<file path="src/rtl/core/stcb_pkg.sv">
// Shared constants, codes and control types of the scrolling text console buffer.
`default_nettype none

package stcb_pkg;

    localparam int ROWS_MAX = 32;
    localparam int COLS_MAX = 128;

    localparam int ROW_W  = (ROWS_MAX > 1) ? $clog2(ROWS_MAX) : 1;
    localparam int COL_W  = (COLS_MAX > 1) ? $clog2(COLS_MAX) : 1;
    localparam int RCNT_W = $clog2(ROWS_MAX + 1);
    localparam int CCNT_W = $clog2(COLS_MAX + 1);
    localparam int PSUM_W = RCNT_W + 1;
    localparam int ADDR_W = ROW_W + COL_W;
    localparam int MEM_DEPTH = 1 << ADDR_W;

    localparam int MODE_W     = 2;
    localparam int CHAR_W     = 8;
    localparam int RROW_W     = 5;
    localparam int RCOL_W     = 7;
    localparam int CROWS_W    = 6;
    localparam int CCOLS_W    = 8;
    localparam int CFG_IDX_W  = 1;
    localparam int CFG_DATA_W = 8;

    localparam logic [MODE_W-1:0] MODE_PUT   = 2'd0;
    localparam logic [MODE_W-1:0] MODE_CLEAR = 2'd1;
    localparam logic [MODE_W-1:0] MODE_READ  = 2'd2;

    localparam logic [CFG_IDX_W-1:0] CFG_ROWS = 1'b0;
    localparam logic [CFG_IDX_W-1:0] CFG_COLS = 1'b1;

    localparam logic [CROWS_W-1:0] CFG_ROWS_RESET = 6'd32;
    localparam logic [CCOLS_W-1:0] CFG_COLS_RESET = 8'd128;

    localparam logic [CHAR_W-1:0] CHAR_CR    = 8'd13;
    localparam logic [CHAR_W-1:0] CHAR_LF    = 8'd10;
    localparam logic [CHAR_W-1:0] CHAR_SPACE = 8'd32;

    typedef enum logic [5:0] {
        ST_IDLE       = 6'b000001,
        ST_DECODE     = 6'b000010,
        ST_SWEEP_LF   = 6'b000100,
        ST_SWEEP_FILL = 6'b001000,
        ST_READ       = 6'b010000,
        ST_RESP       = 6'b100000
    } state_t;

    typedef struct packed {
        logic load_item;
        logic do_clear;
        logic write_char;
        logic advance;
        logic line_feed;
        logic sweep_lf_init;
        logic sweep_fill_init;
        logic sweep_write;
        logic set_valid;
        logic read_issue;
        logic read_capture;
        logic out_load;
    } cmd_t;

    typedef struct packed {
        logic [MODE_W-1:0] mode;
        logic              is_cr;
        logic              is_lf;
        logic              row_valid;
        logic              rd_in_range;
        logic              sweep_last;
    } status_t;

endpackage

`default_nettype wire

</file>
<file path="src/rtl/core/stcb_ctrl.sv">
// Controller state machine: sequences one transaction through the datapath.
`default_nettype none

module stcb_ctrl (
    input  wire logic             clk,
    input  wire logic             rst_n,
    input  wire logic             req_valid,
    output      logic             req_ready,
    output      logic             rsp_valid,
    input  wire logic             rsp_ready,
    input  wire logic             cfg_valid,
    output      logic             cfg_ready,
    input  wire stcb_pkg::status_t status,
    output      stcb_pkg::cmd_t   cmd
);

    stcb_pkg::state_t state_reg;
    stcb_pkg::state_t state_next;
    logic             rsp_valid_reg;
    logic             rsp_valid_next;
    logic             idle;

    assign idle      = (state_reg == stcb_pkg::ST_IDLE);
    assign cfg_ready = idle;
    // Take a request only when the response register is free or draining now.
    assign req_ready = idle && !cfg_valid && (!rsp_valid_reg || rsp_ready);
    assign rsp_valid = rsp_valid_reg;

    always_comb
    begin
        cmd        = '0;
        state_next = state_reg;
        case (state_reg)
            stcb_pkg::ST_IDLE:
            begin
                if (req_valid && req_ready)
                begin
                    cmd.load_item = 1'b1;
                    state_next    = stcb_pkg::ST_DECODE;
                end
            end
            stcb_pkg::ST_DECODE:
            begin
                state_next = stcb_pkg::ST_RESP;
                case (status.mode)
                    stcb_pkg::MODE_PUT:
                    begin
                        if (status.is_cr)
                        begin
                            state_next = stcb_pkg::ST_RESP;
                        end
                        else if (status.is_lf)
                        begin
                            if (status.row_valid)
                            begin
                                cmd.sweep_lf_init = 1'b1;
                                state_next        = stcb_pkg::ST_SWEEP_LF;
                            end
                            else
                            begin
                                cmd.line_feed = 1'b1;
                            end
                        end
                        else if (status.row_valid)
                        begin
                            cmd.write_char = 1'b1;
                            cmd.advance    = 1'b1;
                        end
                        else
                        begin
                            // Fresh row: blank it while placing the character.
                            cmd.sweep_fill_init = 1'b1;
                            state_next          = stcb_pkg::ST_SWEEP_FILL;
                        end
                    end
                    stcb_pkg::MODE_CLEAR:
                    begin
                        cmd.do_clear = 1'b1;
                    end
                    stcb_pkg::MODE_READ:
                    begin
                        if (status.rd_in_range)
                        begin
                            cmd.read_issue = 1'b1;
                            state_next     = stcb_pkg::ST_READ;
                        end
                    end
                    default:
                    begin
                        state_next = stcb_pkg::ST_RESP;
                    end
                endcase
            end
            stcb_pkg::ST_SWEEP_LF:
            begin
                cmd.sweep_write = 1'b1;
                if (status.sweep_last)
                begin
                    cmd.line_feed = 1'b1;
                    state_next    = stcb_pkg::ST_RESP;
                end
            end
            stcb_pkg::ST_SWEEP_FILL:
            begin
                cmd.sweep_write = 1'b1;
                if (status.sweep_last)
                begin
                    cmd.set_valid = 1'b1;
                    cmd.advance   = 1'b1;
                    state_next    = stcb_pkg::ST_RESP;
                end
            end
            stcb_pkg::ST_READ:
            begin
                cmd.read_capture = 1'b1;
                state_next       = stcb_pkg::ST_RESP;
            end
            stcb_pkg::ST_RESP:
            begin
                cmd.out_load = 1'b1;
                state_next   = stcb_pkg::ST_IDLE;
            end
            default:
            begin
                state_next = stcb_pkg::ST_IDLE;
            end
        endcase
    end

    always_comb
    begin
        rsp_valid_next = rsp_valid_reg;
        if (cmd.out_load)
        begin
            rsp_valid_next = 1'b1;
        end
        else if (rsp_ready)
        begin
            rsp_valid_next = 1'b0;
        end
    end

    always_ff @(posedge clk or negedge rst_n)
    begin
        if (!rst_n)
        begin
            state_reg     <= stcb_pkg::ST_IDLE;
            rsp_valid_reg <= 1'b0;
        end
        else
        begin
            state_reg     <= state_next;
            rsp_valid_reg <= rsp_valid_next;
        end
    end

endmodule

`default_nettype wire

</file>
<file path="config.mk">
export PLATFORM = sky130hd
export DESIGN_NAME = stcb_ctrl
export DESIGN_NICKNAME = d
export VERILOG_FILES = /design/src/rtl/core/stcb_pkg.sv /design/src/rtl/core/stcb_ctrl.sv
export SDC_FILE = /design/constraint.sdc
export NUM_CORES = 1
export LEC_CHECK = 0
export ABC_CLOCK_PERIOD_IN_PS = 1500
export BUFFER_PORTS_ARGS = -buffer_cell sky130_fd_sc_hd__buf_2
export CORE_UTILIZATION = 39
export CTS_CLUSTER_SIZE = 24
export DETAILED_ROUTE_END_ITERATION = 8
export PLACE_DENSITY_LB_ADDON = 0.25
export SLEW_MARGIN = 10
export SYNTH_ARGS = -nofsm -noshare
export SYNTH_HDL_FRONTEND = slang
export SYNTH_SLANG_ARGS = --single-unit
</file>
<file path="constraint.sdc">
create_clock -name clk -period 1.5 [get_ports clk]
set_clock_uncertainty 0.05 [all_clocks]
set_input_delay 0.075 -clock clk [delete_from_list [all_inputs] [get_ports clk]]
set_output_delay 0.075 -clock clk [all_outputs]
set_load 0.02 [all_outputs]
</file>
# [Yosys cells after proc, flatten, opt, wreduce, memory -nomap -nowiden]
# Index checks and enable logic that the tools add are counted.
[op_classes] reduce_logical=10 n_eq_ne=10 n_mux=34
[op_table] op="two-way mux 6 bit" n=7
[op_table] op="one-hot mux 6 bit (4 select lines)" n=1
[op_table] op="two-way mux 1 bit" n=16
[op_table] op="one-hot mux 6 bit (2 select lines)" n=1
[op_table] op="two-way mux 2 bit" n=5
[op_table] op="two-way mux 5 bit" n=2
[op_table] op="== test 6 x 1 -> 1 bit (second input constant)" n=1
[op_table] op="== test 6 x 2 -> 1 bit (second input constant)" n=1
[op_table] op="== test 6 x 3 -> 1 bit (second input constant)" n=1
[op_table] op="== test 6 x 4 -> 1 bit (second input constant)" n=1
[op_table] op="== test 6 x 5 -> 1 bit (second input constant)" n=1
[op_table] op="== test 6 bit (second input constant)" n=1
[op_table] op="inequality test 2 x 1 -> 1 bit (second input constant)" n=2
[op_table] op="one-hot mux 1 bit (2 select lines)" n=2
[op_table] op="logical AND 1 bit" n=3
[op_table] op="== test 2 x 1 -> 1 bit (second input constant)" n=1
[op_table] op="== test 2 bit (second input constant)" n=1
[op_table] op="logical NOT 1 bit" n=2
[op_table] op="logical NOT 2 bit" n=1
[op_table] op="AND reduction 2 bit" n=1
[op_table] op="nonzero test 2 bit" n=1
[op_table] op="OR reduction 2 bit" n=1
[op_table] op="logical OR 1 bit" n=1
[word_totals] input_bits=12 out_inout_bits=15 regBits=7

# [Logic depth before layout (Yosys ltp)]
# Gate-level depths: netlist of run 1.
[depth] ltp_word=6 mapped_depth=5 mapped_depth_nobuf=5

# [Worst setup path after synthesis of run 1]
# Ideal clock, no wire load.
[synth_timing] kind="register to output" startpoint="register state_reg[3]" endpoint="output cmd[11] (netlist bit)" path_stages_with_launch=4 path_slack_ps=-533 path_buffers=0 arrival_time_ps=1908 t_required_ps=1375 path_cell_list="dfrtp_1 nor4_2 and2_1 nor4b_1"
[synth_rtl] item="start: declaration" line_no="stcb_ctrl.sv:17" rtl="stcb_pkg::state_t state_reg;"
[synth_rtl] item="start signal: assignment" line_no="stcb_ctrl.sv:147" rtl="state_reg <= stcb_pkg::ST_IDLE;"
[synth_rtl] item="start signal: assignment" line_no="stcb_ctrl.sv:152" rtl="state_reg <= state_next;"
[synth_rtl] item="end: declaration" line_no="stcb_ctrl.sv:14" rtl="output stcb_pkg::cmd_t cmd"

==> results of run 1 <==
layer usage:
layer  GRT usage, %  up-vias  routed length, um
met4           15.0        0                 31
met2           39.9       28               1000
li1               -      306                  -
met1           27.8      300                705
met3           7.78        5                 92
met5              0        -                  0
cell type report:
| cell class | instances | share of cell area, % |
|---|---|---|
| Tap cell | 15 | 1.73 |
| Clock buffer | 4 | 2.42 |
| Multi-Input combinational cell | 45 | 43.7 |
| Inverter | 4 | 1.38 |
| Timing Repair Buffer | 46 | 34.4 |
| Sequential cell | 7 | 16.4 |
power by group:
group          switching, W  internal, W  total, W
registers         0.0000366     0.000221  0.000258
clock network     0.0000731     0.000102  0.000175
logic              0.000236     0.000291  0.000527
through the flow:
| step | setup TNS [ns] | cell area, sq um |
|---|---|---|
| after detailed placement | -0.755 | 822 |
| final | -3.54 | 1090 |
| after CTS | -3.23 | 982 |
| after global placement | -0.429 | 822 |
| after floorplan | -0.532 | 603 |
| after global routing | -4.78 | 1090 |
logic make-up after synthesis:
| family | after synthesis | share of synthesized area [%] |
|---|---|---|
| compound gates | 8 | 12.1 |
| flops | 7 | 31.0 |
| fa+ha+maj | 4 | 8.79 |
| buf+inv | 7 | 6.15 |
| xor+xnor | 1 | 1.54 |
| simple gates | 32 | 40.4 |
placed cells by master (no fill, tap or decap), drive strengths merged, types with 3 or more instances in the layout:
cell | Yosys | final
and2 | 5 | 5
buf | 3 | 45
clkbuf | 0 | 4
dfrtp | 6 | 6
ha | 4 | 4
inv | 4 | 4
nor2 | 4 | 4
nor2b | 3 | 3
nor3b | 4 | 4
cells in the mapped netlist (all sizes together) (2+ instances only):
library cell  count  area (sq um)
dfrtp             6           150
inv               4          15.0
nor2              4          15.0
nand2             2          7.51
or4               2          18.8
nor4              2          18.8
nor4b             2          17.5
o2bb2ai           2          17.5
ha                4          50.1
buf               3          20.0
nor2b             3          18.8
nor3b             4          46.3
and2              5          31.3
a22o              2          17.5
nand2b            2          12.5
critical path, delay by kind of cell (launching register included):
kind,cells,cell delay [ns]
flip-flops,1,0.41
AND/OR/NAND/NOR,3,0.75
buffers and inverters,2,0.28
what timing repair did:
item / 4_1_cts / 5_1_grt
setup endpoints to repair: 16 / 19
hold buffers: 1 / 0
pin swaps: 6 / 7
setup buffers: 6 / 2
resized for setup: 26 / 24
hold endpoints to repair: 7 / 0
path summary, 6_finish.rpt:
kind / from / to / slack, ns / depth (start not counted)
setup / recovery: state_reg[3] / cmd[6] / -0.31 / 5
hold / removal: cfg_valid / state_reg[1] / 0.05 / 2
setup reg to reg: state_reg[3] / state_reg[3] / -0.13 / 6
hold reg to reg: state_reg[3] / state_reg[3] / 0.65 / 2
max in group asynchronous: rst_n / state_reg[0] / 1.03 / 2
min in group asynchronous: rst_n / state_reg[1] / 0.14 / 2
==> metrics.yaml, run 1 <==
outcome:
  status: "complete, but fails checks"
  violations: "negative setup slack"
floorplan:
  die_y_um: 40.2
  io-pin-count: 27
  chipWidth_um: 40.2
  start_util_pct: 42.7
  row_count: 13
  die_area_sq_mm: 0.00162
  core-area_sq_mm: 0.00133
global_routing:
  grt_overflow_total: 0
  antenna_found_initial: 0
  grt_usage_pct: 24.6
  first_global_vias: 578
  grt_max_degree: 8
  grt_first_pass_wirelength_um: 2540
power:
  p_per_area_mw_per_mm2: 884
  peakVddDrop_v: 0.000575
  leakage_nw: 0.533
  p_total_w: 0.000960
critical_path:
  max_stage_delay_ns: 0.41
  cp-end-kind: "output port"
  crit_slowest_cell: "dfrtp_1"
  startpoint_type: "flop"
  worstPathRequired_ns: 1.37
  crit_type: "flop to output port"
  critical_path.cell_chain: "nor4_2 > buf_4 > and4b_2 > and2_4 > buf_6"
  cp.arrival_ns: 1.69
  crit_fanout: 6
timing:
  drv_slew: 0
  maxSlewHeadroom_pct: 59.8
  setup_violations: 19
  rsz0062_at_grt: "true"
  clock.fmax_mhz: 552
  worstMarginPinSlew_ns: 0.595
  fin_crit_ns: 1.81
  hold_violations: 0
  period_share_pct: 121
  holdWs_ns: 0.0455
  setup_ws_ns: -0.313
clock_tree:
  cts.clk_slew.worst_paths_ns: 0.05
  clock_tree.buffer_depth: 2
  clock_latency_ns: 0.26
  root_buffer: "clkbuf_4"
  cts_made_buffers: 3
  cts.htree.levels: 1
  cts_tree: "built"
  cts.sinks: 7
yosys:
  syn-cell-area_sq_um: 569
  synth_cell_types: 32
  synth_async_sr_flop_share_pct: 100
  syn_area_per_cell_sq_um: 9.65
  synth_fp_nets: 75
  ys_ff_latch: 7
  yosys_warnings: 0
  synthesis.instances: 59
  synth_seq_area_share_pct: 31.0
  synth_edf_count: 0
  synth-main-ff-cell: "dfrtp_1"
route:
  dr.pass1.iters: 4
  wl_um: 1830
  ant_nets: 0
  avgRoutedWirePerCell_um: 15.2
  drtIter0Drc: 14
  dr_total_vias: 639
  drt-vias-per-instance: 5.28
  drc_errors: 0
placement:
  pre_cts_slack_ns: -0.225
  globalplace.congestion: 0.724
  place_hpwl_um: 1230
  numPortBuffers: 26
  placed_cells: 109
cells_and_area:
  area_growth_pct: 90.8
  seqCellArea_sq_um: 178
  antenna_cells: 0
  multiInputGateArea_sq_um: 474
  fin_util_pct: 81.4
  drive_above_1_share_pct: 67.9
  largest_register_ffs: 6
  layoutNonFillerInstCount: 121
  final_nets: 123
  fillers: 72
min_path:
  hold_class: "input pin to flop"
job:
  drv_cap: 0
Note: power is estimated with default switching activity, not from simulation.
==> inputs of run 2 (changes only) <==
ABC_CLOCK_PERIOD_IN_PS = 1900   (was 1500)
CORE_AREA = 2 2 39 41   (was unset)
CORE_UTILIZATION = unset   (was 39)
DIE_AREA = 0 0 41 43   (was unset)
clock period = 1.9 ns   (was 1.5 ns; I/O delays follow)
==> metrics.yaml, run 2 (synthesis results as in run 1) <==
critical_path:
  startpoint_type: "flop"
  worst_r2r_endpoint: "state_reg[5]"
  path_buf_inv: 1
  r2r-start: "state_reg[3]"
  cpLargestDelayFamily: "simple AND/OR/NAND/NOR gates"
  rrSetupSlack_ns: 0.35
  critical_path.cell_chain: "nor4_4 > and4b_2 > o2bb2ai_1 > buf_4"
  rr_worst_depth: 3
  cp-end-kind: "output port"
  crit_type: "flop to output port"
  max_stage_delay_ns: 0.44
  worstPathRequired_ns: 1.75
  cp.arrival_ns: 1.76
  crit_fanout: 7
  crit_slowest_cell: "dfrtp_2"
timing:
  setup_ws_ns: -0.00918
  hold_violations: 0
  clock.fmax_mhz: 524
  rsz0062_at_grt: "true"
  fin_crit_ns: 1.91
  worstMarginPinSlew_ns: 0.514
  maxSlewHeadroom_pct: 65.3
  period_share_pct: 100
  drv_slew: 0
  holdWs_ns: 0.0414
  setup_violations: 1
clock_tree:
  cts_made_buffers: 3
  clock_latency_ns: 0.25
  clock_tree.buffer_depth: 2
  cts.htree.levels: 1
  cts.sinks: 7
  root_buffer: "clkbuf_4"
  cts.clk_slew.worst_paths_ns: 0.05
  cts_tree: "built"
job:
  drv_cap: 0
cells_and_area:
  largest_register_ffs: 6
  fillers: 136
  final_common_cell: "buf_2"
  final_nets: 107
  area_growth_pct: 45.7
  most-common-layout-cells: "buf_2 (18), buf_4 (10)"
  seqCellArea_sq_um: 179
  drive_above_1_share_pct: 50.0
  antenna_cells: 0
  multiInputGateArea_sq_um: 403
power:
  netSwitchingFraction_pct: 35.3
  cell_internal_pwr_w: 0.000381
  switching_power_w: 0.000207
  p_per_area_mw_per_mm2: 709
  combPwrFrac_pct: 44.0
  leakage_nw: 0.419
  peakVddDrop_v: 0.000386
  power.share.sequential_pct: 33.8
  power_frac_clock_pct: 22.2
floorplan:
  row_count: 14
  die_area_sq_mm: 0.00176
  start_util_pct: 41.1
  die_y_um: 43
  chipWidth_um: 41
  core-area_sq_mm: 0.00138
  io-pin-count: 27
placement:
  numPortBuffers: 26
  pre_cts_slack_ns: 0.128
  globalplace.congestion: 0.760
  place_hpwl_um: 1030
route:
  drt-vias-per-instance: 5.38
  avgRoutedWirePerCell_um: 13.5
  dr_total_vias: 570
  wl_um: 1430
  drtIter0Drc: 10
  drc_errors: 0
  dr.pass1.iters: 4
  ant_nets: 0
global_routing:
  grt_usage_pct: 17.3
  grt_first_pass_wirelength_um: 2030
  antenna_found_initial: 0
  grt_overflow_total: 0
  first_global_vias: 496
  grt_max_degree: 8
min_path:
  min_path_cells: 2
  hold_start: "cfg_valid"
  hold_class: "input pin to flop"
  hold_end: "state_reg[1]"
outcome:
  violations: "negative setup slack"
  status: "complete, but fails checks"
-- run 2: cell types whose count changed in the layout (fill, tap and decap cells not counted), sizes merged --
| cell | before | now |
|---|---|---|
| buf | 45 | 29 |
-- run 2: per-layer routing --
layer / share of wire (%) / wire length [um] / track usage, %
met4: 3.3 / 48 / 14.0
met2: 52 / 752 / 25.9
met1: 40 / 571 / 20.5
met3: 4.3 / 61 / 2.62
met5: 0 / 0 / 0
-- run 2: worst max path at each step --
stage                       from  depth (start not counted)      endpoint
finish              state_reg[3]                          4        cmd[8]
global route        state_reg[3]                          4        cmd[8]
CTS                 state_reg[5]                          4        cmd[7]
detailed placement  state_reg[3]                          4        cmd[7]
global placement       status[2]                          6  state_reg[5]
floorplan           state_reg[3]                          3     req_ready
-- run 2: metrics by stage --
stage	util (%)	std cells	cell area (sq um)	setup TNS, ns	power (W)
final	59.9	106	830	-0.00918	0.000588
after global placement	51.0	98	706	0	0.000415
after detailed placement	51.0	98	706	0	0.000419
after floorplan	-	59	576	0	0.000355
after global routing	59.9	106	830	-0.320	0.000628
after CTS	54.9	104	759	0	0.000566
-- run 2: repair_timing --
action,4_1_cts,5_1_grt
buffers inserted,1,2
endpoints found under the hold margin,7,0
hold buffers,1,0
resized for setup,2,16
pin swaps,2,2
setup endpoints to repair,7,12
-- run 2: worst register-to-register path, stage by stage (launching register included) --
cell,delay (ns)
dfrtp_2,0.44
or4_4,0.57
nor3b_4,0.22
o311a_1,0.20
-- run 2: area by class of cell --
class	count	share of cell area, %
clock buffer	4	3.17
inverter	4	1.81
multi-input combinational	45	48.6
sequential	7	21.6
tap	16	2.41
timing repair buffer	30	22.5
-- run 2: power by group through the flow --
stage               combinational, W  clock, W  sequential [W]
floorplan                   0.000163         0        0.000192
global placement            0.000220         0        0.000195
detailed placement          0.000223         0        0.000196
CTS                         0.000231  0.000140        0.000194
global route                0.000284  0.000143        0.000201
finish                      0.000259  0.000131        0.000199
==> inputs of run 3 (changes only) <==
CTS_CLUSTER_DIAMETER = 50   (was unset)
MAX_ROUTING_LAYER = met4   (was unset)
==> metrics.yaml, run 3 (synthesis results as in run 1) <==
route:
  drt-vias-per-instance: 5.36
  drc_errors: 0
  ant_nets: 0
  dr_total_vias: 568
  drtIter0Drc: 11
  avgRoutedWirePerCell_um: 13.5
  dr.pass1.iters: 4
  wl_um: 1430
timing:
  setup_violations: 1
  fin_crit_ns: 1.91
  holdWs_ns: 0.0414
  setup_ws_ns: -0.00937
  rsz0062_at_grt: "true"
  hold_violations: 0
  worstMarginPinSlew_ns: 0.514
  period_share_pct: 100
  maxSlewHeadroom_pct: 65.3
  clock.fmax_mhz: 524
  drv_slew: 0
cells_and_area:
  final_common_cell: "buf_2"
  area_growth_pct: 45.7
  layoutNonFillerInstCount: 106
  multiInputGateArea_sq_um: 403
  largest_register_ffs: 6
  antenna_cells: 0
  final_nets: 107
  seqCellArea_sq_um: 179
  final_area_sq_um: 830
  fin_util_pct: 59.9
  drive_above_1_share_pct: 50.0
  most-common-layout-cells: "buf_2 (18), buf_4 (10)"
  fillers: 136
placement:
  place_area_sq_um: 706
  globalplace.congestion: 0.770
  numPortBuffers: 26
  place_hpwl_um: 1030
  pre_cts_slack_ns: 0.128
  placed_cells: 98
critical_path:
  cp-end-kind: "output port"
  crit_fanout: 7
  crit_type: "flop to output port"
  startpoint_type: "flop"
  cp.arrival_ns: 1.76
  worstPathRequired_ns: 1.75
floorplan:
  die_y_um: 43
  start_util_pct: 41.1
  row_count: 14
  die_area_sq_mm: 0.00176
  chipWidth_um: 41
  io-pin-count: 27
  core-area_sq_mm: 0.00138
clock_tree:
  clock_tree.buffer_depth: 2
  root_buffer: "clkbuf_4"
  clock_latency_ns: 0.25
  cts_tree: "built"
  cts.clk_slew.worst_paths_ns: 0.05
  cts_made_buffers: 3
  cts.htree.levels: 1
  cts.sinks: 7
global_routing:
  grt_usage_pct: 17.8
  grt_first_pass_wirelength_um: 2030
  antenna_found_initial: 0
  first_global_vias: 496
  grt_max_degree: 8
  grt_overflow_total: 0
power:
  leakage_nw: 0.419
  peakVddDrop_v: 0.000386
  p_per_area_mw_per_mm2: 709
outcome:
  violations: "negative setup slack"
  status: "complete, but fails checks"
job:
  drv_cap: 0
min_path:
  hold_class: "input pin to flop"
==> run 3: cell counts in the layout (fill, tap and decap cells not counted) <==
No cell type changed its count.
==> run 3: report_power, final <==
group          internal [W]  total [W]  switching [W]  leakage (nW)
sequential         0.000175   0.000199      0.0000241        0.0903
clock             0.0000799   0.000131      0.0000508        0.0150
combinational      0.000126   0.000259       0.000132         0.313
==> run 3: per-stage QoR <==
stage	TNS (ns)	power, W
after floorplan	0	0.000355
after global placement	0	0.000415
after detailed placement	0	0.000419
after CTS	0	0.000566
after global routing	-0.320	0.000628
final	-0.00937	0.000588
==> run 3: area by class of cell <==
class | instances | share of cell area (%)
Clock buffer | 4 | 3.17
Inverter | 4 | 1.81
Multi-Input combinational cell | 45 | 48.6
Sequential cell | 7 | 21.6
Tap cell | 16 | 2.41
Timing Repair Buffer | 30 | 22.5
==> run 3: timing repair <==
action                                  CTS  global route
pin swaps                                 2             2
setup buffers                             1             2
endpoints found under the setup margin    7            12
hold buffers                              1             0
gates resized for setup                   2            16
hold endpoints to repair                  7             0
==> run 3: metal layers <==
metal	global-route usage, %	wire, um
met1	21.2	559
met2	25.9	754
met3	1.57	72
met4	14.0	48
met5	-	0
==> run 3: critical path: stages, from the launching register on <==
cell and delay [ns]:
dfrtp_2 0.44, nor4_4 0.37, and4b_2 0.36, o2bb2ai_1 0.16
buf_4 0.19
==> run 3: final timing paths <==
path / startpoint / endpoint / slack (ns) / cells after the start
max: state_reg[3] / cmd[8] / -0.009 / 4
min: cfg_valid / state_reg[1] / 0.04 / 2
max reg2reg: state_reg[3] / state_reg[5] / 0.35 / 3
min reg2reg: state_reg[2] / state_reg[2] / 0.57 / 1
max in group asynchronous: rst_n / state_reg[0] / 1.41 / 2
min in group asynchronous: rst_n / state_reg[1] / 0.16 / 2
